## src/sv/tsb_pkg.sv

```systemverilog
// Package for the typed slot buffer: sizes, tag and opcode codes, sequencer states.
// No dependencies. The RTL files reference it by scoped names.
package tsb_pkg;

  localparam int unsigned SLOTS = 4;
  localparam int unsigned IDX_W = (SLOTS > 1) ? $clog2(SLOTS) : 1;
  localparam int unsigned VAL_W = 32;

  typedef enum logic [1:0] {
    TAG_FREE = 2'd0,
    TAG_ONE  = 2'd1,
    TAG_TWO  = 2'd2
  } tag_e;

  typedef enum logic {
    OP_PRODUCE = 1'b0,
    OP_CONSUME = 1'b1
  } op_e;

  typedef enum logic {
    TYPE_ONE = 1'b0,
    TYPE_TWO = 1'b1
  } type_e;

  typedef enum logic {
    STATUS_DONE = 1'b0,
    STATUS_FAIL = 1'b1
  } status_e;

  typedef enum logic [1:0] {
    S_IDLE,
    S_SCAN,
    S_READ,
    S_RESP
  } state_e;

endpackage

```

## src/sv/tsb_req_if.sv

```systemverilog
// Request channel of the typed slot buffer: valid/ready plus the request fields.
// No dependencies.
interface tsb_req_if;
  logic               valid;
  logic               ready;
  logic               opcode;
  logic               item_type;
  logic signed [31:0] value_in;

  modport source (output valid, output opcode, output item_type, output value_in,
                  input ready);
  modport sink   (input valid, input opcode, input item_type, input value_in,
                  output ready);
endinterface

```

## src/sv/tsb_res_if.sv

```systemverilog
// Result channel of the typed slot buffer: valid/ready plus the result fields.
// No dependencies.
interface tsb_res_if;
  logic               valid;
  logic               ready;
  logic               status;
  logic [1:0]         slot_index;
  logic signed [31:0] value_out;

  modport source (output valid, output status, output slot_index, output value_out,
                  input ready);
  modport sink   (input valid, input status, input slot_index, input value_out,
                  output ready);
endinterface

```

## src/sv/tsb_ram.sv

```systemverilog
// Generic single-port-write, single-port-read RAM with registered read data.
// No dependencies.
module tsb_ram #(
  parameter int unsigned Width = 32,
  parameter int unsigned Depth = 4,
  localparam int unsigned AddrW = (Depth > 1) ? $clog2(Depth) : 1
) (
  input  logic                      clk_i,
  input  logic                      we_i,
  input  logic [AddrW-1:0]          waddr_i,
  input  logic [Width-1:0]          wdata_i,
  input  logic                      re_i,
  input  logic [AddrW-1:0]          raddr_i,
  output logic [Width-1:0]          rdata_o
);

  logic [Width-1:0] mem_q [Depth];
  logic [Width-1:0] rdata_q;

  always_ff @(posedge clk_i) begin
    if (we_i) begin
      mem_q[waddr_i] <= wdata_i;
    end
    if (re_i) begin
      rdata_q <= mem_q[raddr_i];
    end
  end

  assign rdata_o = rdata_q;

endmodule

```

## src/sv/typed_slot_buffer.sv

```systemverilog
// Typed slot buffer top level: tag flops, slot value RAM and a scanning sequencer.
// Depends on tsb_pkg, tsb_req_if, tsb_res_if and tsb_ram.
//
//  channel  dir  handshake          payload
//  req_i    in   valid/ready        opcode, item_type, value_in
//  res_o    out  valid/ready        status, slot_index, value_out
//
// One request at a time. A shared tag comparator walks the slots one per
// cycle from slot 0 and stops at the first hit or after the last slot;
// a consume hit then passes S_READ for the RAM read before S_RESP. The
// result register holds until res_o.ready; the next request can be taken
// the cycle after. Reset frees all slots at once; slot values are not
// cleared.
module typed_slot_buffer (
  input  logic       clk_i,
  input  logic       rst_ni,
  tsb_req_if.sink    req_i,
  tsb_res_if.source  res_o
);

  tsb_pkg::state_e             state_q, state_d;
  logic [tsb_pkg::IDX_W-1:0]   idx_q, idx_d;
  tsb_pkg::op_e                op_q;
  tsb_pkg::type_e              type_q;
  logic [tsb_pkg::VAL_W-1:0]   val_q;
  tsb_pkg::tag_e               tag_q [tsb_pkg::SLOTS];

  tsb_pkg::status_e            status_q, status_d;
  logic [1:0]                  slot_idx_q, slot_idx_d;
  logic [tsb_pkg::VAL_W-1:0]   value_q, value_d;

  tsb_pkg::tag_e               want_tag, type_tag;
  logic                        hit, last;
  logic                        tag_we;
  tsb_pkg::tag_e               tag_wval;
  logic                        ram_we, ram_re;
  logic [tsb_pkg::VAL_W-1:0]   ram_rdata;
  logic                        req_acc;

  assign req_acc  = req_i.valid && req_i.ready;
  assign type_tag = (type_q == tsb_pkg::TYPE_TWO) ? tsb_pkg::TAG_TWO : tsb_pkg::TAG_ONE;
  assign want_tag = (op_q == tsb_pkg::OP_PRODUCE) ? tsb_pkg::TAG_FREE : type_tag;
  // shared comparator: one slot tag per cycle
  assign hit      = (tag_q[idx_q] == want_tag);
  assign last     = (idx_q == tsb_pkg::IDX_W'(tsb_pkg::SLOTS - 1));

  always_comb begin
    state_d    = state_q;
    idx_d      = idx_q;
    status_d   = status_q;
    slot_idx_d = slot_idx_q;
    value_d    = value_q;
    tag_we     = 1'b0;
    tag_wval   = tsb_pkg::TAG_FREE;
    ram_we     = 1'b0;
    ram_re     = 1'b0;
    req_i.ready = 1'b0;
    res_o.valid = 1'b0;
    unique case (state_q)
      tsb_pkg::S_IDLE: begin
        req_i.ready = 1'b1;
        if (req_acc) begin
          idx_d   = '0;
          state_d = tsb_pkg::S_SCAN;
        end
      end
      tsb_pkg::S_SCAN: begin
        if (hit) begin
          tag_we     = 1'b1;
          status_d   = tsb_pkg::STATUS_DONE;
          slot_idx_d = 2'(idx_q);
          value_d    = '0;
          if (op_q == tsb_pkg::OP_PRODUCE) begin
            tag_wval = type_tag;
            ram_we   = 1'b1;
            state_d  = tsb_pkg::S_RESP;
          end else begin
            tag_wval = tsb_pkg::TAG_FREE;
            ram_re   = 1'b1;
            state_d  = tsb_pkg::S_READ;
          end
        end else if (last) begin
          status_d   = tsb_pkg::STATUS_FAIL;
          slot_idx_d = '0;
          value_d    = '0;
          state_d    = tsb_pkg::S_RESP;
        end else begin
          idx_d = idx_q + 1'b1;
        end
      end
      tsb_pkg::S_READ: begin
        value_d = ram_rdata;
        state_d = tsb_pkg::S_RESP;
      end
      tsb_pkg::S_RESP: begin
        res_o.valid = 1'b1;
        if (res_o.ready) begin
          state_d = tsb_pkg::S_IDLE;
        end
      end
      default: state_d = tsb_pkg::S_IDLE;
    endcase
  end

  always_ff @(posedge clk_i or negedge rst_ni) begin
    if (!rst_ni) begin
      state_q <= tsb_pkg::S_IDLE;
      idx_q   <= '0;
      for (int i = 0; i < tsb_pkg::SLOTS; i++) begin
        tag_q[i] <= tsb_pkg::TAG_FREE;
      end
    end else begin
      state_q <= state_d;
      idx_q   <= idx_d;
      if (tag_we) begin
        tag_q[idx_q] <= tag_wval;
      end
    end
  end

  // payload and result registers
  always_ff @(posedge clk_i) begin
    if (req_acc) begin
      op_q   <= tsb_pkg::op_e'(req_i.opcode);
      type_q <= tsb_pkg::type_e'(req_i.item_type);
      val_q  <= req_i.value_in;
    end
    status_q   <= status_d;
    slot_idx_q <= slot_idx_d;
    value_q    <= value_d;
  end

  tsb_ram #(
    .Width (tsb_pkg::VAL_W),
    .Depth (tsb_pkg::SLOTS)
  ) u_value_ram (
    .clk_i   (clk_i),
    .we_i    (ram_we),
    .waddr_i (idx_q),
    .wdata_i (val_q),
    .re_i    (ram_re),
    .raddr_i (idx_q),
    .rdata_o (ram_rdata)
  );

  assign res_o.status     = status_q;
  assign res_o.slot_index = slot_idx_q;
  assign res_o.value_out  = value_q;

endmodule
```

## src/flat_wrapper.sv

```systemverilog
// flat-port wrapper written by rule: the top's interface ports become plain ports
module typed_slot_buffer_flat 
  (clk_i, rst_ni, req_i_valid, req_i_opcode, req_i_item_type, req_i_value_in, req_i_ready, res_o_valid, res_o_status, res_o_slot_index, res_o_value_out, res_o_ready);
  tsb_req_if req_i_i ();
  tsb_res_if res_o_i ();
  input  logic clk_i;
  input  logic rst_ni;
  input wire logic [$bits(req_i_i.valid)-1:0] req_i_valid;
  input wire logic [$bits(req_i_i.opcode)-1:0] req_i_opcode;
  input wire logic [$bits(req_i_i.item_type)-1:0] req_i_item_type;
  input wire logic [$bits(req_i_i.value_in)-1:0] req_i_value_in;
  output wire logic [$bits(req_i_i.ready)-1:0] req_i_ready;
  output wire logic [$bits(res_o_i.valid)-1:0] res_o_valid;
  output wire logic [$bits(res_o_i.status)-1:0] res_o_status;
  output wire logic [$bits(res_o_i.slot_index)-1:0] res_o_slot_index;
  output wire logic [$bits(res_o_i.value_out)-1:0] res_o_value_out;
  input wire logic [$bits(res_o_i.ready)-1:0] res_o_ready;
  assign req_i_i.valid = req_i_valid;
  assign req_i_i.opcode = req_i_opcode;
  assign req_i_i.item_type = req_i_item_type;
  assign req_i_i.value_in = req_i_value_in;
  assign req_i_ready = req_i_i.ready;
  assign res_o_valid = res_o_i.valid;
  assign res_o_status = res_o_i.status;
  assign res_o_slot_index = res_o_i.slot_index;
  assign res_o_value_out = res_o_i.value_out;
  assign res_o_i.ready = res_o_ready;
  typed_slot_buffer u_core (.clk_i(clk_i), .rst_ni(rst_ni), .req_i(req_i_i), .res_o(res_o_i));
endmodule
```

## config.mk

```make
export PLATFORM = sky130hd
export DESIGN_NAME = typed_slot_buffer_flat
export DESIGN_NICKNAME = d
export VERILOG_FILES = /design/src/sv/tsb_pkg.sv /design/src/sv/tsb_req_if.sv /design/src/sv/tsb_res_if.sv /design/src/sv/tsb_ram.sv /design/src/sv/typed_slot_buffer.sv /design/src/flat_wrapper.sv
export SDC_FILE = /design/constraint.sdc
export NUM_CORES = 1
export LEC_CHECK = 0
export ABC_AREA = 1
export BUFFER_PORTS_ARGS = -buffer_cell sky130_fd_sc_hd__buf_4
export CAP_MARGIN = 20
export CORE_ASPECT_RATIO = 1.4
export CORE_MARGIN = 8
export CORE_UTILIZATION = 52
export CTS_CLUSTER_DIAMETER = 50
export DETAILED_ROUTE_END_ITERATION = 10
export PLACE_DENSITY = 0.71
export SLEW_MARGIN = 20
export SYNTH_ARGS = -nofsm -noshare
export SYNTH_HDL_FRONTEND = slang
export SYNTH_SLANG_ARGS = --single-unit
export TNS_END_PERCENT = 5
```

## constraint.sdc

```tcl
create_clock -name clk_i -period 7.9 [get_ports clk_i]
set_input_delay 0 -clock clk_i [delete_from_list [all_inputs] [get_ports clk_i]]
set_output_delay 0 -clock clk_i [all_outputs]
set_load 0.02 [all_outputs]
```

==> flow_metrics.env, run 1 <==
export IMPL_p_sw_mw=1.22
export IMPL_ctsResizeCount=0
export IMPL_coreArea_um2=16700
export IMPL_grt_max_degree=73
export IMPL_drt_iter0_drc=442
export IMPL_cp_buffers_inverters=3
export IMPL_yosysTopAreaCell="edfxtp_1"
export IMPL_num_io_pins=75
export IMPL_areaGrowthSynthToFinish_pct=22.7
export IMPL_power_switching_share=0.303
export IMPL_p_total_mw=4.04
export IMPL_final_nets=764
export IMPL_synth_area_leaders="edfxtp_1 77%, o21ai_0 3.7%, nand2_1 3.5%"
export IMPL_synth_area_per_cell_um2=14.9
export IMPL_cts_buffers=24
export IMPL_cp_start_kind="register"
export IMPL_placed_cells=856
export IMPL_peakVddDrop_uv=204
export IMPL_whs_path_depth=2
export IMPL_skew_ns=0.0125
export IMPL_numClockSinks=241
export IMPL_pwr_share_seq=0.451
export IMPL_cap_violations=0
export IMPL_num_vias=4974
export IMPL_slew_viol_final=0
export IMPL_synth_top_area_frac=0.772
export IMPL_ys_async_sr_fraction=0.0498
export IMPL_drc=0
export IMPL_post_place_ws_ns=4.41
export IMPL_worstSetupEndpointType="register"
export IMPL_wl_met1_mm=6.43
export IMPL_ant_nets=0
export IMPL_die_height_um=171
export IMPL_instances_no_fill=938
export IMPL_min_period_over_period=0.439
export IMPL_grt_first_pass_wirelength_mm=26.6
export IMPL_io_buffers=74
export IMPL_hold_viol_final=0
export IMPL_worstPathRequired_ns=8.02
export IMPL_slowest_delay_ns=0.80
export IMPL_n_fill_cell=1137
export IMPL_path_class="register to register"
export IMPL_first_pass_iters=5
export IMPL_viasPerCell=5.30
export IMPL_grt_ovfl_total=0
export IMPL_r2r_start="u_core.idx_q[0]$_DFFE_PN0P_"
export IMPL_final_layout_size_suffix_gt1_frac=0.188
export IMPL_rsz0062_at_grt="no"
export IMPL_initial_utilization=0.532
export IMPL_hp_class="input pin to register"
export IMPL_syn_area_um2=8910
export IMPL_cpMaxStageDelayCell="nor2_4"
export IMPL_synth_seq_cells=241
export IMPL_grt_pass1_vias=5237
export IMPL_power_frac_comb=0.253
export IMPL_clk_path_buf_depth=3
export IMPL_cts_tree="built"
export IMPL_yosysMostFrequentCell="edfxtp_1"
export IMPL_synthDistinctLibCells=26
export IMPL_synthFlopType="edfxtp_1"
export IMPL_finalSetupViolCount=0
export IMPL_clockPowerShare=0.296
export IMPL_ys_warn_count=0
export IMPL_wl_mm=16.4
export IMPL_setup_tns_ns=0
export IMPL_rows=56
export IMPL_htreeDepth=1
export IMPL_cts_root_buf="clkbuf_16"
export IMPL_die_area_um2=21600
export IMPL_hold_ws_ns=0.207
export IMPL_p_int_mw=2.81
export IMPL_antenna_cells=0
export IMPL_path_cells="buf_4, inv_4, nand2_1, nand3_1, nand2_2, nand2_2, nand2_4, nand3_4, inv_2, nand2_1, nor2_4"
export IMPL_fp_dieW_um=127
export IMPL_clk_latency_ns=0.51
export IMPL_post_cts_buffers=0
export IMPL_wl_met3_um=918
export IMPL_yosysSeqAreaShare=0.805
export IMPL_status="completed"
export IMPL_worst_pin_slew_ns=1.05
export IMPL_post_drt_wl_per_cell_um=17.5
export IMPL_synth_nets=647
export IMPL_slew_headroom=0.300
export IMPL_hpwl_mm=9.49
export IMPL_antenna_found_initial=0
export IMPL_placed_cell_area_um2=9710
export IMPL_gp_congestion=0.755
export IMPL_period_needed_ns=3.47
export IMPL_synth_common_cells="229 x edfxtp_1, 83 x nand2_1, 74 x nor2_1"
export IMPL_path_delay_family="simple AND/OR/NAND/NOR gates"
export IMPL_hold_start="req_i_value_in[30]"
export IMPL_track_usage=0.156
export IMPL_clkSlewWorstSetupHoldPaths_ns=0.06
export IMPL_final_area_um2=10900
export IMPL_met2_length_mm=8.71
export IMPL_synth_edff_count=229
export IMPL_synthCells=600
export IMPL_crit_fanout=72
export IMPL_setup_slack_ns=4.43
export IMPL_r2r_slack_ns=4.43
export IMPL_max_freq_mhz=288
export IMPL_worst_hold_path_endpoint="u_core.val_q[30]$_DFFE_PP_"
export IMPL_p_leak_nw=4.14
export IMPL_rr_worst_depth=11
export IMPL_fin_util=0.653
export IMPL_p_per_area_nw_per_um2=369
export IMPL_critPathArrivalTime_ns=3.59
export IMPL_r2r_end="u_core.u_value_ram.mem_q[2][13]$_DFFE_PP_"
export IMPL_top_layer="met4"
==> power groups by stage <==
stage                     logic [mW]  registers (mW)  clock network (mW)
after floorplan                0.522            1.95                   0
after global placement         0.945            1.84                   0
after detailed placement        1.02            1.85                   0
after CTS                       1.04            1.82                1.21
after global routing            1.13            1.84                1.27
final                           1.02            1.82                1.19
==> cell usage in the layout (no fill, tap or decap), drive strengths merged, types with 8 or more instances in the layout <==
cell type,netlist,layout
buf,8,79
clkbuf,18,28
clkinv,0,8
dfrtp,12,12
dlygate4sd3,0,38
edfxtp,229,229
ha,9,9
inv,45,45
nand2,89,89
nand3,9,9
nor2,75,75
o21ai,69,69
o22ai,32,32
==> worst max-delay path by stage <==
stage	startpoint	end	slack, ns	depth (start not counted)
final	u_core.idx_q[0]$_DFFE_PN0P_	u_core.u_value_ram.mem_q[2][13]$_DFFE_PP_	4.43	11
after CTS	u_core.idx_q[0]$_DFFE_PN0P_	u_core.u_value_ram.mem_q[2][8]$_DFFE_PP_	4.40	11
after floorplan	u_core.idx_q[0]$_DFFE_PN0P_	u_core.res_o.value_out[0]$_SDFFCE_PP0P_	4.00	9
after global placement	u_core.idx_q[0]$_DFFE_PN0P_	u_core.u_value_ram.mem_q[3][8]$_DFFE_PP_	4.52	11
after detailed placement	u_core.idx_q[0]$_DFFE_PN0P_	u_core.u_value_ram.mem_q[2][10]$_DFFE_PP_	4.41	11
after global routing	u_core.idx_q[0]$_DFFE_PN0P_	u_core.u_value_ram.mem_q[3][8]$_DFFE_PP_	4.11	11
==> area by class of cell <==
| type | count | area, um2 | area share |
|---|---|---|---|
| clock buffer | 28 | 637 | 0.0582 |
| clock inverter | 16 | 211 | 0.0193 |
| inverter | 45 | 174 | 0.0159 |
| multi-input combinational | 288 | 1490 | 0.136 |
| sequential | 241 | 7180 | 0.656 |
| tap | 203 | 254 | 0.0232 |
| timing repair buffer | 117 | 993 | 0.0909 |
==> logic make-up after synthesis <==
logic type                 count (synthesis)  synth area share
DFF                                      241             0.805
and+or+nand+nor                          175            0.0840
AOI/OAI and AO/OA                        104            0.0647
buffers and inverters                     71            0.0334
adders and majority gates                  9            0.0126
==> per-layer routing <==
| layer | vias up | global-route usage |
|---|---|---|
| met4 | 0 | 0.0583 |
| met3 | 28 | 0.0346 |
| met5 | - | 0 |
| li1 | 2377 | - |
| met1 | 2412 | 0.178 |
| met2 | 157 | 0.281 |
==> state kept, by name (all words and copies together) (netlist names) <==
| register | flops |
|---|---|
| u_core.idx_q | 2 |
| u_core.op_q | 1 |
| u_core.res_o.slot_index | 2 |
| u_core.res_o.status | 1 |
| u_core.res_o.value_out | 32 |
| u_core.state_q | 2 |
| u_core.tag_q | 8 |
| u_core.type_q | 1 |
| u_core.u_value_ram.mem_q | 128 |
| u_core.u_value_ram.rdata_o | 32 |
| u_core.val_q | 32 |
==> what timing repair did <==
| action | 4_1_cts | 5_1_grt |
|---|---|---|
| endpoints found under the hold margin | 49 | 0 |
| setup endpoints to repair | 0 | 0 |
| hold buffers | 38 | 0 |
No activity file was read; power rests on OpenSTA's default activity.
==> inputs of run 2 (changes only) <==
--- a/config.mk
+++ b/config.mk
@@ -5,7 +5,7 @@
 export SDC_FILE = /design/constraint.sdc
 export NUM_CORES = 1
 export LEC_CHECK = 0
-export ABC_AREA = 1
+export ABC_AREA = 0
 export BUFFER_PORTS_ARGS = -buffer_cell sky130_fd_sc_hd__buf_4
 export CAP_MARGIN = 20
 export CORE_ASPECT_RATIO = 1.4
==> constraint.sdc (replaced) <==
create_clock -name clk_i -period 3.2 [get_ports clk_i]
set_input_delay 0 -clock clk_i [delete_from_list [all_inputs] [get_ports clk_i]]
set_output_delay 0 -clock clk_i [all_outputs]
set_load 0.02 [all_outputs]
==> run 2 against run 1 <==
Net effect:
- non-clock buffer count is 5 higher
- synthesized cell count is 33% lower
- largest power group unchanged
- clock skew is 0.0081 ns higher
- cell area is 1.1% lower
- via count is 18% lower
- hold slack worse by 0.15 ns
- clock-buffer cell count is 3 lower
==> flow_metrics.env, run 2 <==
export IMPL_status="completed"
export IMPL_yosysMostFrequentCell="edfxtp_1"
export IMPL_finalSetupViolCount=0
export IMPL_p_per_area_nw_per_um2=859
export IMPL_synth_common_cells="229 x edfxtp_1, 36 x and2_1, 32 x mux4_2"
export IMPL_htreeDepth=1
export IMPL_ys_warn_count=0
export IMPL_yosysSeqAreaShare=0.815
export IMPL_clkSlewWorstSetupHoldPaths_ns=0.06
export IMPL_multi_input_area_um2=1560
export IMPL_muxShareOfSynthArea=0.0938
export IMPL_hold_viol_final=0
export IMPL_ys_async_sr_fraction=0.0498
export IMPL_hp_class="input pin to register"
export IMPL_rsz0062_at_grt="no"
export IMPL_gp_congestion=0.793
export IMPL_crit_fanout=26
export IMPL_whs_path_depth=4
export IMPL_fp_dieW_um=126
export IMPL_p_int_mw=6.73
export IMPL_clockPowerShare=0.284
export IMPL_p_leak_nw=3.74
export IMPL_grt_max_degree=35
export IMPL_grt_first_pass_wirelength_mm=24.3
export IMPL_synth_nets=448
export IMPL_period_needed_ns=2.79
export IMPL_coreArea_um2=16700
export IMPL_worstPathRequired_ns=3.45
export IMPL_hpwl_mm=9.67
export IMPL_first_pass_iters=4
export IMPL_worst_pin_slew_ns=0.901
export IMPL_power_switching_share=0.276
export IMPL_synth_top_family_by_area="multiplexers"
export IMPL_clk_path_buf_depth=3
export IMPL_synth_seq_cells=241
export IMPL_rr_worst_depth=8
export IMPL_cp_start_kind="register"
export IMPL_synth_top_area_frac=0.781
export IMPL_yosys_area_share_simple=0.0455
export IMPL_drt_iter0_drc=274
export IMPL_path_class="register to register"
export IMPL_wl_mm=15.4
export IMPL_cts_root_buf="clkbuf_16"
export IMPL_power_frac_comb=0.236
export IMPL_num_io_pins=75
export IMPL_ant_nets=0
export IMPL_areaGrowthSynthToFinish_pct=22.8
export IMPL_synth_compound_area_frac=0.0209
export IMPL_slew_headroom=0.399
export IMPL_grt_ovfl_total=0
export IMPL_rows=56
export IMPL_track_usage=0.148
export IMPL_p_total_mw=9.29
export IMPL_antenna_found_initial=0
export IMPL_pwr_share_seq=0.480
export IMPL_clk_latency_ns=0.50
export IMPL_numClockSinks=241
export IMPL_die_height_um=170
export IMPL_cts_buffers=22
export IMPL_die_area_um2=21400
export IMPL_synth_edff_count=229
export IMPL_largest_register="u_core.u_value_ram.mem_q"
export IMPL_critPathArrivalTime_ns=3.04
export IMPL_seqCellArea_um2=7180
export IMPL_synthCells=401
export IMPL_final_nets=580
export IMPL_syn_area_um2=8800
export IMPL_synthDistinctLibCells=40
export IMPL_n_fill_cell=1121
export IMPL_max_freq_mhz=358
export IMPL_io_buffers=74
export IMPL_min_period_over_period=0.872
export IMPL_yosysTopAreaCell="edfxtp_1"
export IMPL_final_cell_mix="229 x edfxtp_1, 83 x buf_4, 36 x dlygate4sd3_1"
export IMPL_p_sw_mw=2.56
export IMPL_peakVddDrop_uv=528
export IMPL_viasPerCell=5.46
export IMPL_post_drt_wl_per_cell_um=20.5
export IMPL_initial_utilization=0.528
export IMPL_synth_fa_ha_area_frac=0.0128
export IMPL_synthFlopType="edfxtp_1"
export IMPL_largest_reg_flops=128
export IMPL_cap_violations=0
export IMPL_synth_area_per_cell_um2=22.0
export IMPL_slew_viol_final=0
export IMPL_worstSetupEndpointType="register"
export IMPL_num_vias=4102
export IMPL_drc=0
export IMPL_cts_tree="built"
export IMPL_antenna_cells=0
export IMPL_setup_tns_ns=0
export IMPL_final_layout_size_suffix_gt1_frac=0.321
export IMPL_synth_area_leaders="edfxtp_1 78%, mux4_2 8.2%, dfrtp_1 3.4%"
export IMPL_skew_ns=0.0206
export IMPL_final_common_cell="edfxtp_1"
export IMPL_synth_xor_area_share=0
export IMPL_grt_pass1_vias=4493
run 2: power groups by stage:
stage | combinational, mW | sequential [mW] | clock [mW]
after global routing | 2.36 | 4.51 | 2.80
after detailed placement | 2.20 | 4.53 | 0
final | 2.20 | 4.46 | 2.64
after CTS | 2.24 | 4.46 | 2.69
after global placement | 2.15 | 4.51 | 0
after floorplan | 1.11 | 4.72 | 0
run 2: worst paths after layout:
| path | start | to | slack, ns |
|---|---|---|---|
| worst min-delay path | res_o_ready | u_core.state_q[0]$_DFFE_PN0P_ | 0.06 |
| min in group asynchronous | rst_ni | u_core.tag_q[4]$_DFFE_PN0P_ | 0.58 |
| worst max-delay path | u_core.idx_q[1]$_DFFE_PN0P_ | u_core.res_o.value_out[29]$_SDFFCE_PP0P_ | 0.41 |
| worst max register to register | u_core.idx_q[1]$_DFFE_PN0P_ | u_core.res_o.value_out[29]$_SDFFCE_PP0P_ | 0.41 |
| max in group asynchronous | rst_ni | u_core.idx_q[1]$_DFFE_PN0P_ | 2.20 |
| worst min register to register | u_core.val_q[19]$_DFFE_PP_ | u_core.u_value_ram.mem_q[0][19]$_DFFE_PP_ | 0.49 |
run 2: cell type report:
| class | instances | share of cell area |
|---|---|---|
| Clock buffer | 25 | 0.0520 |
| Clock inverter | 14 | 0.0165 |
| Inverter | 8 | 0.00324 |
| Multi-Input combinational cell | 138 | 0.144 |
| Sequential cell | 241 | 0.664 |
| Tap cell | 203 | 0.0235 |
| Timing Repair Buffer | 122 | 0.0965 |
run 2: logic make-up after synthesis:
family	count (synthesis)
mux	41
buf+inv	22
fa+ha+maj	9
flops	241
simple gates	67
compound gates	21
run 2: timing repair:
action,in CTS,in global routing
hold buffers,36,0
hold endpoints to repair,46,0
buffers inserted,0,0
gates resized for setup,0,0
setup endpoints to repair,0,0
run 2: per-stage QoR:
| stage | area (um2) | util | setup slack (ns) | instances | hold slack, ns |
|---|---|---|---|---|---|
| 2_1_floorplan | 8820 | - | -0.00163 | 401 | -0.296 |
| 3_3_place_gp | 9710 | 0.582 | 0.531 | 676 | -0.151 |
| 3_5_place_dp | 9710 | 0.582 | 0.426 | 676 | -0.148 |
| 4_1_cts | 10800 | 0.648 | 0.423 | 751 | 0.0370 |
| 5_1_grt | 10800 | 0.648 | 0.270 | 751 | 0.108 |
| 6_report | 10800 | 0.648 | 0.410 | 751 | 0.0591 |
run 2: layer usage:
| layer | part of all wire | GRT usage | vias to the layer above |
|---|---|---|---|
| li1 | - | - | 1867 |
| met1 | 0.37 | 0.156 | 2075 |
| met2 | 0.55 | 0.282 | 120 |
| met3 | 0.050 | 0.0310 | 40 |
| met4 | 0.031 | 0.0598 | 0 |
| met5 | 0 | 0 | - |
run 2: worst max-delay path: stages, from the launching register on:
cell and delay [ns]:
dfrtp_2 0.74, inv_1 0.23, a211oi_1 0.30, o21ai_0 0.19
a31o_4 0.32, inv_6 0.10, nand2_2 0.07, o21a_2 0.35
buf_12 0.22
==> inputs of run 3 (changes only) <==
--- a/config.mk
+++ b/config.mk
@@ -11,6 +11,7 @@
 export CORE_ASPECT_RATIO = 1.4
 export CORE_MARGIN = 8
 export CORE_UTILIZATION = 52
+export CTS_BUF_LIST = sky130_fd_sc_hd__clkbuf_16
 export CTS_CLUSTER_DIAMETER = 50
 export DETAILED_ROUTE_END_ITERATION = 10
 export PLACE_DENSITY = 0.71
==> run 3 against run 2 <==
Net effect:
- sequential power hardly changed
- critical path depth stayed put
- clock-buffer cell count is 3 lower
- sequential share of layout area stayed put
- largest cell class unchanged
- hold slack better by 0.00056 ns
==> flow_metrics.env, run 3 (synthesis gave the netlist of run 2 again) <==
export IMPL_final_nets=580
export IMPL_p_per_area_nw_per_um2=859
export IMPL_worstSetupEndpointType="register"
export IMPL_cp_num_cells=8
export IMPL_largest_reg_flops=128
export IMPL_max_freq_mhz=359
export IMPL_track_usage=0.148
export IMPL_instances_no_fill=751
export IMPL_gp_congestion=0.793
export IMPL_path_class="register to register"
export IMPL_peakVddDrop_uv=528
export IMPL_path_cells="inv_1, a211oi_1, o21ai_0, a31o_4, inv_6, nand2_2, o21a_2, buf_12"
export IMPL_post_place_ws_ns=0.426
export IMPL_rsz0062_at_grt="no"
export IMPL_rows=56
export IMPL_p_leak_nw=3.76
export IMPL_wl_met3_um=769
export IMPL_ant_nets=0
export IMPL_antenna_cells=0
export IMPL_grt_first_pass_wirelength_mm=24.3
export IMPL_finalSetupViolCount=0
export IMPL_worst_hold_path_endpoint="u_core.state_q[0]$_DFFE_PN0P_"
export IMPL_grt_pass1_vias=4493
export IMPL_drc=0
export IMPL_whs_path_depth=4
export IMPL_min_period_over_period=0.871
export IMPL_path_delay_family="compound AO/OA/AOI/OAI gates"
export IMPL_p_total_mw=9.29
export IMPL_status="completed"
export IMPL_initial_utilization=0.528
export IMPL_cpMaxStageDelayCell="dfrtp_2"
export IMPL_num_io_pins=75
export IMPL_die_area_um2=21400
export IMPL_hold_start="res_o_ready"
export IMPL_slew_headroom=0.403
export IMPL_hpwl_mm=9.67
export IMPL_rr_worst_depth=8
export IMPL_viasPerCell=5.45
export IMPL_cts_root_buf="clkbuf_16"
export IMPL_cp_start_kind="register"
export IMPL_post_cts_buffers=0
export IMPL_setup_slack_ns=0.412
export IMPL_worstPathRequired_ns=3.44
export IMPL_crit_path_start="u_core.idx_q[1]$_DFFE_PN0P_"
export IMPL_fp_dieW_um=126
export IMPL_grt_ovfl_total=0
export IMPL_grt_max_degree=35
export IMPL_top_layer="met4"
export IMPL_hp_class="input pin to register"
export IMPL_num_vias=4095
export IMPL_post_drt_wl_per_cell_um=20.5
export IMPL_n_fill_cell=1121
export IMPL_clk_path_buf_depth=3
export IMPL_io_buffers=74
export IMPL_placed_cells=676
export IMPL_cp_buffers_inverters=3
export IMPL_worst_pin_slew_ns=0.895
export IMPL_final_layout_size_suffix_gt1_frac=0.321
export IMPL_r2r_start="u_core.idx_q[1]$_DFFE_PN0P_"
export IMPL_critPathArrivalTime_ns=3.03
export IMPL_cap_violations=0
export IMPL_seqCellArea_um2=7180
export IMPL_r2r_end="u_core.res_o.value_out[29]$_SDFFCE_PP0P_"
export IMPL_areaGrowthSynthToFinish_pct=22.8
export IMPL_ctsResizeCount=0
export IMPL_slew_viol_final=0
export IMPL_first_pass_iters=4
export IMPL_final_cell_mix="229 x edfxtp_1, 83 x buf_4, 36 x dlygate4sd3_1"
export IMPL_htreeDepth=1
export IMPL_clkSlewWorstSetupHoldPaths_ns=0.06
export IMPL_coreArea_um2=16700
export IMPL_r2r_slack_ns=0.41
export IMPL_numClockSinks=241
export IMPL_wl_met1_mm=5.64
export IMPL_hold_viol_final=0
export IMPL_multi_input_area_um2=1560
export IMPL_skew_ns=0.0201
export IMPL_clk_latency_ns=0.50
export IMPL_die_height_um=170
export IMPL_slowest_delay_ns=0.74
export IMPL_period_needed_ns=2.79
export IMPL_wl_mm=15.4
export IMPL_drt_iter0_drc=268
export IMPL_final_common_cell="edfxtp_1"
export IMPL_crit_fanout=26
export IMPL_largest_register="u_core.u_value_ram.mem_q"
export IMPL_antenna_found_initial=0
export IMPL_cts_tree="built"
export IMPL_cts_buffers=22
export IMPL_cts_hold_buf=36
export IMPL_met2_length_mm=8.51
-- run 3: changes by cell type in the layout (fill, tap and decap cells not counted) --
cell,previous run,this run
clkbuf_1,3,0
inv_1,7,10
-- run 3: stage by stage --
stage / TNS [ns] / instance area (um2) / utilization / hold WS [ns]
after detailed placement: 0 / 9710 / 0.582 / -0.148
after CTS: 0 / 10800 / 0.648 / 0.0368
after floorplan: -0.0522 / 8820 / - / -0.296
after global placement: 0 / 9710 / 0.582 / -0.151
final: 0 / 10800 / 0.648 / 0.0597
after global routing: 0 / 10800 / 0.648 / 0.108
-- run 3: cell type report --
| class | count | share of cell area |
|---|---|---|
| clock buffer | 22 | 0.0509 |
| clock inverter | 17 | 0.0176 |
| inverter | 8 | 0.00324 |
| multi-input combinational | 138 | 0.144 |
| sequential | 241 | 0.664 |
| tap | 203 | 0.0235 |
| timing repair buffer | 122 | 0.0965 |
-- run 3: layer usage --
layer / up-vias / GRT usage
li1: 1868 / -
met1: 2072 / 0.156
met2: 117 / 0.282
met3: 38 / 0.0310
met4: 0 / 0.0598
met5: - / 0
-- run 3: how the worst max path moves through the flow --
stage	slack, ns	to
after global routing	0.27	u_core.res_o.value_out[27]$_SDFFCE_PP0P_
after CTS	0.42	u_core.res_o.value_out[24]$_SDFFCE_PP0P_
after detailed placement	0.43	u_core.res_o.value_out[20]$_SDFFCE_PP0P_
after floorplan	-0.002	u_core.u_value_ram.mem_q[0][0]$_DFFE_PP_
final	0.41	u_core.res_o.value_out[29]$_SDFFCE_PP0P_
after global placement	0.53	u_core.res_o.value_out[26]$_SDFFCE_PP0P_
-- run 3: worst register-to-register path: cells and delay by family, from the launching register on --
kind / cells / cell delay, ns
AOI/OAI and AO/OA: 4 / 1.16
buffers and inverters: 3 / 0.56
DFF: 1 / 0.74
and+or+nand+nor: 1 / 0.07
-- run 3: power by group --
group | internal [mW] | leakage, nW | switching (mW)
logic | 0.932 | 1.12 | 1.27
registers | 4.21 | 2.26 | 0.250
clock network | 1.58 | 0.374 | 1.05
